File: config.mk
export PLATFORM = sky130hd
export DESIGN_NAME = ripemd160_hash_engine
export DESIGN_NICKNAME = d
export VERILOG_FILES = /design/src/rmd_pkg.sv /design/src/rmd_blk_ram.sv /design/src/rmd_round.sv /design/src/ripemd160_hash_engine.sv
export SDC_FILE = /design/constraint.sdc
export NUM_CORES = 2
export LEC_CHECK = 0
export ABC_AREA = 0
export BUFFER_PORTS_ARGS = -buffer_cell sky130_fd_sc_hd__buf_2
export CAP_MARGIN = 20
export CORE_ASPECT_RATIO = 0.75
export CORE_MARGIN = 4
export CORE_UTILIZATION = 55
export DETAILED_ROUTE_END_ITERATION = 7
export PLACE_DENSITY = 0.7
export SYNTH_ARGS = -nofsm -noshare
export SYNTH_HDL_FRONTEND = slang
export SYNTH_SLANG_ARGS = --single-unit
File: constraint.sdc
create_clock -name clk_i -period 44.7 [get_ports clk_i]
set_input_delay 6.705 -clock clk_i [delete_from_list [all_inputs] [get_ports clk_i]]
set_output_delay 6.705 -clock clk_i [all_outputs]
set_load 0.02 [all_outputs]
File: src/rmd_pkg.sv
// ---------------------------------------------------------------------------
// rmd_pkg
// Types, constants and step functions shared by the RIPEMD-160 engine.
// ---------------------------------------------------------------------------
package rmd_pkg;

  localparam int BlkWords = 16;
  localparam int AddrW    = 4;
  localparam int Steps    = 80;
  localparam int CountW   = 61;

  typedef struct packed {
    logic [7:0] data_byte;
    logic       has_byte;
    logic       is_last;
  } rmd_in_t;

  typedef struct packed {
    logic [31:0] digest_word;
    logic [2:0]  word_index;
    logic        last_word;
  } rmd_out_t;

  typedef struct packed {
    logic       iv;
    logic       load;
    logic       step;
    logic       fin;
    logic [6:0] idx;
  } rmd_ctl_t;

  typedef logic [4:0][31:0] rmd_chain_t;

  localparam logic [3:0] SEL_L [Steps] = '{
    4'd0, 4'd1, 4'd2, 4'd3, 4'd4, 4'd5, 4'd6, 4'd7,
    4'd8, 4'd9, 4'd10, 4'd11, 4'd12, 4'd13, 4'd14, 4'd15,
    4'd7, 4'd4, 4'd13, 4'd1, 4'd10, 4'd6, 4'd15, 4'd3,
    4'd12, 4'd0, 4'd9, 4'd5, 4'd2, 4'd14, 4'd11, 4'd8,
    4'd3, 4'd10, 4'd14, 4'd4, 4'd9, 4'd15, 4'd8, 4'd1,
    4'd2, 4'd7, 4'd0, 4'd6, 4'd13, 4'd11, 4'd5, 4'd12,
    4'd1, 4'd9, 4'd11, 4'd10, 4'd0, 4'd8, 4'd12, 4'd4,
    4'd13, 4'd3, 4'd7, 4'd15, 4'd14, 4'd5, 4'd6, 4'd2,
    4'd4, 4'd0, 4'd5, 4'd9, 4'd7, 4'd12, 4'd2, 4'd10,
    4'd14, 4'd1, 4'd3, 4'd8, 4'd11, 4'd6, 4'd15, 4'd13};

  localparam logic [3:0] SEL_R [Steps] = '{
    4'd5, 4'd14, 4'd7, 4'd0, 4'd9, 4'd2, 4'd11, 4'd4,
    4'd13, 4'd6, 4'd15, 4'd8, 4'd1, 4'd10, 4'd3, 4'd12,
    4'd6, 4'd11, 4'd3, 4'd7, 4'd0, 4'd13, 4'd5, 4'd10,
    4'd14, 4'd15, 4'd8, 4'd12, 4'd4, 4'd9, 4'd1, 4'd2,
    4'd15, 4'd5, 4'd1, 4'd3, 4'd7, 4'd14, 4'd6, 4'd9,
    4'd11, 4'd8, 4'd12, 4'd2, 4'd10, 4'd0, 4'd4, 4'd13,
    4'd8, 4'd6, 4'd4, 4'd1, 4'd3, 4'd11, 4'd15, 4'd0,
    4'd5, 4'd12, 4'd2, 4'd13, 4'd9, 4'd7, 4'd10, 4'd14,
    4'd12, 4'd15, 4'd10, 4'd4, 4'd1, 4'd5, 4'd8, 4'd7,
    4'd6, 4'd2, 4'd13, 4'd14, 4'd0, 4'd3, 4'd9, 4'd11};

  localparam logic [3:0] ROT_L [Steps] = '{
    4'd11, 4'd14, 4'd15, 4'd12, 4'd5, 4'd8, 4'd7, 4'd9,
    4'd11, 4'd13, 4'd14, 4'd15, 4'd6, 4'd7, 4'd9, 4'd8,
    4'd7, 4'd6, 4'd8, 4'd13, 4'd11, 4'd9, 4'd7, 4'd15,
    4'd7, 4'd12, 4'd15, 4'd9, 4'd11, 4'd7, 4'd13, 4'd12,
    4'd11, 4'd13, 4'd6, 4'd7, 4'd14, 4'd9, 4'd13, 4'd15,
    4'd14, 4'd8, 4'd13, 4'd6, 4'd5, 4'd12, 4'd7, 4'd5,
    4'd11, 4'd12, 4'd14, 4'd15, 4'd14, 4'd15, 4'd9, 4'd8,
    4'd9, 4'd14, 4'd5, 4'd6, 4'd8, 4'd6, 4'd5, 4'd12,
    4'd9, 4'd15, 4'd5, 4'd11, 4'd6, 4'd8, 4'd13, 4'd12,
    4'd5, 4'd12, 4'd13, 4'd14, 4'd11, 4'd8, 4'd5, 4'd6};

  localparam logic [3:0] ROT_R [Steps] = '{
    4'd8, 4'd9, 4'd9, 4'd11, 4'd13, 4'd15, 4'd15, 4'd5,
    4'd7, 4'd7, 4'd8, 4'd11, 4'd14, 4'd14, 4'd12, 4'd6,
    4'd9, 4'd13, 4'd15, 4'd7, 4'd12, 4'd8, 4'd9, 4'd11,
    4'd7, 4'd7, 4'd12, 4'd7, 4'd6, 4'd15, 4'd13, 4'd11,
    4'd9, 4'd7, 4'd15, 4'd11, 4'd8, 4'd6, 4'd6, 4'd14,
    4'd12, 4'd13, 4'd5, 4'd14, 4'd13, 4'd13, 4'd7, 4'd5,
    4'd15, 4'd5, 4'd8, 4'd11, 4'd14, 4'd14, 4'd6, 4'd14,
    4'd6, 4'd9, 4'd12, 4'd9, 4'd12, 4'd5, 4'd15, 4'd8,
    4'd8, 4'd5, 4'd12, 4'd9, 4'd12, 4'd5, 4'd14, 4'd6,
    4'd8, 4'd13, 4'd6, 4'd5, 4'd15, 4'd13, 4'd11, 4'd11};

  localparam logic [31:0] ADD_L [5] = '{
    32'h00000000, 32'h5a827999, 32'h6ed9eba1, 32'h8f1bbcdc, 32'ha953fd4e};
  localparam logic [31:0] ADD_R [5] = '{
    32'h50a28be6, 32'h5c4dd124, 32'h6d703ef3, 32'h7a6d76e9, 32'h00000000};
  localparam logic [31:0] INIT_VEC [5] = '{
    32'h67452301, 32'hefcdab89, 32'h98badcfe, 32'h10325476, 32'hc3d2e1f0};

  function automatic logic [31:0] rotl_f(input logic [31:0] x, input logic [3:0] n);
    logic [63:0] tmp;
    tmp = {x, x} << n;
    return tmp[63:32];
  endfunction

  function automatic logic [31:0] mix_f(input logic [2:0] k, input logic [31:0] x,
                                        input logic [31:0] y, input logic [31:0] z);
    logic [31:0] r;
    case (k)
      3'd0: r = x ^ y ^ z;
      3'd1: r = (x & y) | (~x & z);
      3'd2: r = (x | ~y) ^ z;
      3'd3: r = (x & z) | (y & ~z);
      default: r = x ^ (y | ~z);
    endcase
    return r;
  endfunction

  function automatic logic [6:0] step_clip_f(input logic [6:0] j);
    return (j < 7'(Steps)) ? j : 7'd0;
  endfunction

endpackage

File: src/rmd_blk_ram.sv
// ---------------------------------------------------------------------------
// rmd_blk_ram
// Sixteen-word message block store, one write port, two registered reads.
// ---------------------------------------------------------------------------
module rmd_blk_ram import rmd_pkg::*; (
  input  logic             clk_i,
  input  logic             we_i,
  input  logic [AddrW-1:0] waddr_i,
  input  logic [31:0]      wdata_i,
  input  logic [AddrW-1:0] raddr_a_i,
  input  logic [AddrW-1:0] raddr_b_i,
  output logic [31:0]      rdata_a_o,
  output logic [31:0]      rdata_b_o
);

  logic [31:0] mem_q [BlkWords];

  always_ff @(posedge clk_i) begin
    if (we_i) begin
      mem_q[waddr_i] <= wdata_i;
    end
  end

  always_ff @(posedge clk_i) begin
    rdata_a_o <= mem_q[raddr_a_i];
    rdata_b_o <= mem_q[raddr_b_i];
  end

endmodule

File: src/rmd_round.sv
// ---------------------------------------------------------------------------
// rmd_round
// Left and right step datapaths, working registers and chaining value.
// ---------------------------------------------------------------------------
module rmd_round import rmd_pkg::*; (
  input  logic        clk_i,
  input  logic        rst_ni,
  input  rmd_ctl_t    ctl_i,
  input  logic [31:0] wl_i,
  input  logic [31:0] wr_i,
  output rmd_chain_t  chain_o
);

  rmd_chain_t  chain_q, chain_d;
  logic [31:0] al_q, bl_q, cl_q, dl_q, el_q;
  logic [31:0] ar_q, br_q, cr_q, dr_q, er_q;
  logic [6:0]  idx;
  logic [2:0]  rnd, rnd_r;
  logic [31:0] sum_l, sum_r, t_l, t_r;

  assign idx   = step_clip_f(ctl_i.idx);
  assign rnd   = idx[6:4];
  assign rnd_r = 3'd4 - rnd;
  assign sum_l = al_q + mix_f(rnd, bl_q, cl_q, dl_q) + wl_i + ADD_L[rnd];
  assign sum_r = ar_q + mix_f(rnd_r, br_q, cr_q, dr_q) + wr_i + ADD_R[rnd];
  assign t_l   = rotl_f(sum_l, ROT_L[idx]) + el_q;
  assign t_r   = rotl_f(sum_r, ROT_R[idx]) + er_q;

  always_ff @(posedge clk_i) begin
    if (ctl_i.load) begin
      al_q <= chain_q[0]; bl_q <= chain_q[1]; cl_q <= chain_q[2];
      dl_q <= chain_q[3]; el_q <= chain_q[4];
      ar_q <= chain_q[0]; br_q <= chain_q[1]; cr_q <= chain_q[2];
      dr_q <= chain_q[3]; er_q <= chain_q[4];
    end else if (ctl_i.step) begin
      al_q <= el_q; el_q <= dl_q; dl_q <= rotl_f(cl_q, 4'd10); cl_q <= bl_q; bl_q <= t_l;
      ar_q <= er_q; er_q <= dr_q; dr_q <= rotl_f(cr_q, 4'd10); cr_q <= br_q; br_q <= t_r;
    end
  end

  always_comb begin
    chain_d = chain_q;
    if (ctl_i.iv) begin
      for (int i = 0; i < 5; i++) begin
        chain_d[i] = INIT_VEC[i];
      end
    end else if (ctl_i.fin) begin
      chain_d[0] = chain_q[1] + cl_q + dr_q;
      chain_d[1] = chain_q[2] + dl_q + er_q;
      chain_d[2] = chain_q[3] + el_q + ar_q;
      chain_d[3] = chain_q[4] + al_q + br_q;
      chain_d[4] = chain_q[0] + bl_q + cr_q;
    end
  end

  always_ff @(posedge clk_i or negedge rst_ni) begin
    if (!rst_ni) begin
      for (int i = 0; i < 5; i++) begin
        chain_q[i] <= INIT_VEC[i];
      end
    end else begin
      chain_q <= chain_d;
    end
  end

  assign chain_o = chain_q;

endmodule

File: src/ripemd160_hash_engine.sv
// ---------------------------------------------------------------------------
// ripemd160_hash_engine
// Byte-streaming RIPEMD-160: block packing, padding and digest sequencing.
// ---------------------------------------------------------------------------
// The byte that fills a block adds a compression (80 steps off the two-port
// block memory, plus load and chaining update). A last word adds a pad word,
// zero fill (up to 15 words), two length words and a compression, or 16 zero
// words and a second compression more when the length spills into a second
// block; then five digest words follow, one per unstalled cycle.
// Reset: chaining value to the initial vector, byte count zero; block
// memory contents are undefined until written.
module ripemd160_hash_engine import rmd_pkg::*; (
  input  logic     clk_i,
  input  logic     rst_ni,
  input  logic     in_valid_i,
  output logic     in_stall_o,
  input  rmd_in_t  in_data_i,
  output logic     out_valid_o,
  input  logic     out_stall_i,
  output rmd_out_t out_data_o
);

  localparam logic [2:0] S_IDLE = 3'd0;
  localparam logic [2:0] S_COMP = 3'd1;
  localparam logic [2:0] S_PAD  = 3'd2;
  localparam logic [2:0] S_ZERO = 3'd3;
  localparam logic [2:0] S_LEN  = 3'd4;
  localparam logic [2:0] S_LEN2 = 3'd5;
  localparam logic [2:0] S_OUT  = 3'd6;

  logic [2:0]        state_q, state_d, ret_q, ret_d;
  logic [6:0]        cnt_q, cnt_d;
  logic [4:0]        zw_q, zw_d;
  logic              two_q, two_d;
  logic [2:0]        k_q, k_d;
  logic [CountW-1:0] count_q, count_d;
  logic [31:0]       acc_q, acc_d;

  logic              in_acc, out_acc;
  logic [5:0]        pos;
  logic [31:0]       byte_word, pad_word;
  logic [63:0]       bit_len;
  logic              we;
  logic [AddrW-1:0]  waddr;
  logic [31:0]       wdata;
  logic [6:0]        ridx;
  logic [31:0]       rd_l, rd_r;
  rmd_ctl_t          ctl;
  rmd_chain_t        chain;

  assign in_stall_o  = (state_q != S_IDLE);
  assign in_acc      = in_valid_i && !in_stall_o;
  assign out_valid_o = (state_q == S_OUT);
  assign out_acc     = out_valid_o && !out_stall_i;

  assign pos       = count_q[5:0];
  assign byte_word = (pos[1:0] == 2'd0) ? {24'd0, in_data_i.data_byte}
                   : acc_q | ({24'd0, in_data_i.data_byte} << {pos[1:0], 3'b000});
  assign pad_word  = (pos[1:0] == 2'd0) ? 32'h0000_0080
                   : acc_q | (32'h0000_0080 << {pos[1:0], 3'b000});
  assign bit_len   = {count_q, 3'b000};
  assign ridx      = step_clip_f(cnt_q);

  always_comb begin
    state_d = state_q;
    ret_d   = ret_q;
    cnt_d   = cnt_q;
    zw_d    = zw_q;
    two_d   = two_q;
    k_d     = k_q;
    count_d = count_q;
    acc_d   = acc_q;
    we      = 1'b0;
    waddr   = pos[5:2];
    wdata   = byte_word;
    ctl     = '0;
    ctl.idx = cnt_q - 7'd1;

    case (state_q)
      S_IDLE: begin
        if (in_acc) begin
          if (in_data_i.has_byte) begin
            we      = 1'b1;
            acc_d   = byte_word;
            count_d = count_q + {{(CountW-1){1'b0}}, 1'b1};
            if (pos == 6'd63) begin
              state_d = S_COMP;
              cnt_d   = 7'd0;
              ret_d   = in_data_i.is_last ? S_PAD : S_IDLE;
            end else if (in_data_i.is_last) begin
              state_d = S_PAD;
            end
          end else if (in_data_i.is_last) begin
            state_d = S_PAD;
          end
        end
      end
      S_PAD: begin
        we    = 1'b1;
        wdata = pad_word;
        if (pos[5:2] == 4'd15) begin
          state_d = S_COMP;
          cnt_d   = 7'd0;
          ret_d   = S_ZERO;
          zw_d    = 5'd0;
          two_d   = 1'b0;
        end else begin
          state_d = S_ZERO;
          zw_d    = {1'b0, pos[5:2]} + 5'd1;
          two_d   = (pos > 6'd55);
        end
      end
      S_ZERO: begin
        we    = 1'b1;
        waddr = zw_q[3:0];
        wdata = 32'd0;
        zw_d  = zw_q + 5'd1;
        if (zw_q[3:0] == 4'd15) begin
          if (two_q) begin
            state_d = S_COMP;
            cnt_d   = 7'd0;
            ret_d   = S_ZERO;
            zw_d    = 5'd0;
            two_d   = 1'b0;
          end else begin
            state_d = S_LEN;
          end
        end
      end
      S_LEN: begin
        we      = 1'b1;
        waddr   = 4'd14;
        wdata   = bit_len[31:0];
        state_d = S_LEN2;
      end
      S_LEN2: begin
        we      = 1'b1;
        waddr   = 4'd15;
        wdata   = bit_len[63:32];
        state_d = S_COMP;
        cnt_d   = 7'd0;
        ret_d   = S_OUT;
      end
      S_COMP: begin
        cnt_d    = cnt_q + 7'd1;
        ctl.load = (cnt_q == 7'd0);
        ctl.step = (cnt_q != 7'd0) && (cnt_q <= 7'(Steps));
        if (cnt_q == 7'(Steps + 1)) begin
          ctl.fin = 1'b1;
          state_d = ret_q;
          k_d     = 3'd0;
        end
      end
      S_OUT: begin
        if (out_acc) begin
          k_d = k_q + 3'd1;
          if (k_q == 3'd4) begin
            state_d = S_IDLE;
            ctl.iv  = 1'b1;
            count_d = '0;
          end
        end
      end
      default: begin
        state_d = S_IDLE;
      end
    endcase
  end

  always_ff @(posedge clk_i or negedge rst_ni) begin
    if (!rst_ni) begin
      state_q <= S_IDLE;
      ret_q   <= S_IDLE;
      cnt_q   <= '0;
      zw_q    <= '0;
      two_q   <= 1'b0;
      k_q     <= '0;
      count_q <= '0;
    end else begin
      state_q <= state_d;
      ret_q   <= ret_d;
      cnt_q   <= cnt_d;
      zw_q    <= zw_d;
      two_q   <= two_d;
      k_q     <= k_d;
      count_q <= count_d;
    end
  end

  always_ff @(posedge clk_i) begin
    acc_q <= acc_d;
  end

  rmd_blk_ram u_ram (
    .clk_i     (clk_i),
    .we_i      (we),
    .waddr_i   (waddr),
    .wdata_i   (wdata),
    .raddr_a_i (SEL_L[ridx]),
    .raddr_b_i (SEL_R[ridx]),
    .rdata_a_o (rd_l),
    .rdata_b_o (rd_r)
  );

  rmd_round u_round (
    .clk_i   (clk_i),
    .rst_ni  (rst_ni),
    .ctl_i   (ctl),
    .wl_i    (rd_l),
    .wr_i    (rd_r),
    .chain_o (chain)
  );

  always_comb begin
    case (k_q)
      3'd0:    out_data_o.digest_word = chain[0];
      3'd1:    out_data_o.digest_word = chain[1];
      3'd2:    out_data_o.digest_word = chain[2];
      3'd3:    out_data_o.digest_word = chain[3];
      default: out_data_o.digest_word = chain[4];
    endcase
    out_data_o.word_index = k_q;
    out_data_o.last_word  = (k_q == 3'd4);
  end

endmodule

==> reports/metrics.yaml <==
numCtsBuffers: 118
ioPinCount: 52
hold_class: "register to register"
finalSetupViolations: 0
vdd_ir_drop_max_mv: 0.0352
htree_levels: 3
r2r_start: "cnt_q[1]$_DFFE_PN0P_"
cts_tree: "yes"
ys_warn_count: 0
period_share: 0.347
slew_violations: 0
avgSynthCellArea_um2: 9.66
grt_first_pass_wirelength_mm: 443
ant_nets: 0
drt_iter0_markers: 11700
vias: 71100
wire_per_inst_um: 29.3
area_growth_pct: 8.05
layout.nets: 9072
end_kind: "register"
post-dp-hpwl_mm: 224
critPathMaxStageDelay_ns: 0.83
die_x_um: 455
netlist_area_um2: 82500
multi_input_area_um2: 45900
startpoint_type: "register"
stdcell_count: 10500
async_flop_share: 0.207
final_cell_mix: "nand2_1, edfxtp_1, a21oi_1"
finalClockSkew_ns: 0.0622
syn-num-nets: 9221
cts_resized: 0
total_power_mw: 2.22
cp_top_family: "compound AO/OA/AOI/OAI gates"
worst_slack_ns: 29.20
cts_buffer_depth: 3
cap_violations: 0
fmax_mhz: 64.5
path_class: "register to register"
cp.arrival_ns: 16.02
cts-root-buf: "clkbuf_16"
dp.cells: 10200
ctsHoldBuffers: 0
start_util: 0.556
fillers: 12300
seq_area_frac_synth: 0.405
wl_mm: 307
grt_overflow: 0
cp_slowest_cell: "a31oi_1"
route.detailed.drc: 11
fp.coreArea_um2: 148000
holdCritStartpoint: "ret_q[2]$_DFFE_PN0P_"
drive_gt1_frac: 0.0784
path_buf_inv: 5
min_period_ns: 15.50
synthCells: 8546
holdWs_ns: 0.525
yosysUniqueCellTypes: 109
portBuffers: 51
slew_headroom: 0.149
antenna_found_initial: 16
fp-row-count: 122
postCtsSetupRepairBufs: 0
finalSetupTns_ns: 0
power.density_nw_per_um2: 24.9
clk_pin_slew_ns: 0.06
synth_top_area_share: 0.314
die-area_um2: 156000
place_ws_ns: 29.69
rsz0062_at_grt: "no"
status: "complete, but fails checks"
gp_congestion: 1.05
hold_viol: 0
violations: "design-rule violations"
worst_slew_pin_slew_ns: 1.28
leakage_nw: 36.9
via_per_inst: 6.77
worstPathMaxFanout: 30
die_h_um: 343
synth_flop_cell: "edfxtp_1"
layout_commonest_cell: "nand2_1"
seq_area_um2: 33400
grtUsageTotal: 0.384
drt-pass1-iter-count: 8
clk-insertion-delay-late_ns: 0.81
required_ns: 45.22
first_global_vias: 64900
grt_max_degree: 177
numClockSinks: 1170
synth_seq_cells: 1170
synth_area_leaders: "edfxtp_1, fa_1, nand2_1"
synth_edf_count: 864
startpoint: "cnt_q[1]$_DFFE_PN0P_"
synth_top_cell_by_area: "edfxtp_1"
## stage by stage
stage / cell area (um2) / util
CTS: 89000 / 0.600
floorplan: 82500 / -
finish: 89200 / 0.601
global route: 89100 / 0.601
detailed placement: 84900 / 0.572
global placement: 84900 / 0.572
## metal layers
metal | vias to the layer above | wire length (um) | track usage
met5 | - | 244 | 0.00888
met3 | 581 | 49600 | 0.134
met2 | 5051 | 120000 | 0.508
met4 | 10 | 11100 | 0.120
li1 | 30700 | - | -
met1 | 34800 | 127000 | 0.583
## sequential cells by signal, indices dropped and copies added, names as in the netlist, 3 cells and up
signal           flops
zw_q                 4
cnt_q                7
u_round.el_q        32
u_ram.rdata_a_o     32
u_round.chain_o    160
u_round.br_q        32
u_round.cl_q        32
u_round.ar_q        32
u_ram.rdata_b_o     32
u_round.er_q        32
acc_q               32
u_ram.mem_q        512
u_round.bl_q        32
u_round.al_q        32
u_round.cr_q        32
ret_q                3
u_round.dr_q        32
state_q              3
count_q             61
u_round.dl_q        32
k_q                  3
## path summary, 6_finish.rpt
kind | end | slack, ns | cells past startpoint
worst max-delay path | u_round.br_q[30]$_DFFE_PP_ | 29.20 | 48
worst min-delay path | ret_q[2]$_DFFE_PN0P_ | 0.53 | 1
worst max register to register | u_round.br_q[30]$_DFFE_PP_ | 29.20 | 48
worst min register to register | ret_q[2]$_DFFE_PN0P_ | 0.53 | 1
max in group asynchronous | u_round.chain_o[77]$_DFFE_PN0P_ | 36.85 | 3
min in group asynchronous | state_q[1]$_DFFE_PN0P_ | 5.81 | 1
## report_power, final
part	total [mW]	internal [mW]	switching (mW)
Clock	1.05	0.590	0.463
Sequential	1.16	1.16	0.000149
Combinational	0.0118	0.00175	0.0100
Total	2.22	1.75	0.473
## synth_stat cells (49+ instances only)
library cell / number
nand2b_1: 51
a31oi_1: 193
nand3_1: 107
dfxtp_1: 64
xnor2_1: 222
edfxtp_1: 864
o21a_1: 63
nor2_1: 482
a21oi_1: 590
o21ai_0: 514
nor3_1: 67
xor2_1: 180
a21o_1: 120
a22oi_1: 120
a211oi_1: 309
dfstp_2: 80
nand2_1: 1293
inv_1: 465
and2_1: 225
a311oi_1: 103
fa_1: 284
ha_1: 377
mux2i_1: 326
clkbuf_1: 391
nor2b_1: 126
dfrtp_1: 162
and3_1: 49
## kinds of logic after synthesis
kind of cell	Yosys count	synth area share
flip-flops	1170	0.405
adder cells (fa/ha/maj)	661	0.126
XOR/XNOR	402	0.0427
multiplexers	401	0.0543
buffers and inverters	951	0.0448
AO/OA/AOI/OAI	2414	0.189
AND/OR/NAND/NOR	2547	0.138
## layout make-up
class / instances / share of cell area
multi-input combinational: 6425 / 0.514
sequential: 1170 / 0.374
clock buffer: 179 / 0.0393
tap: 1984 / 0.0278
inverter: 472 / 0.0199
timing repair buffer: 210 / 0.0176
clock inverter: 47 / 0.00647
antenna: 10 / 0.000281
No activity file was read; power rests on OpenSTA's default activity.
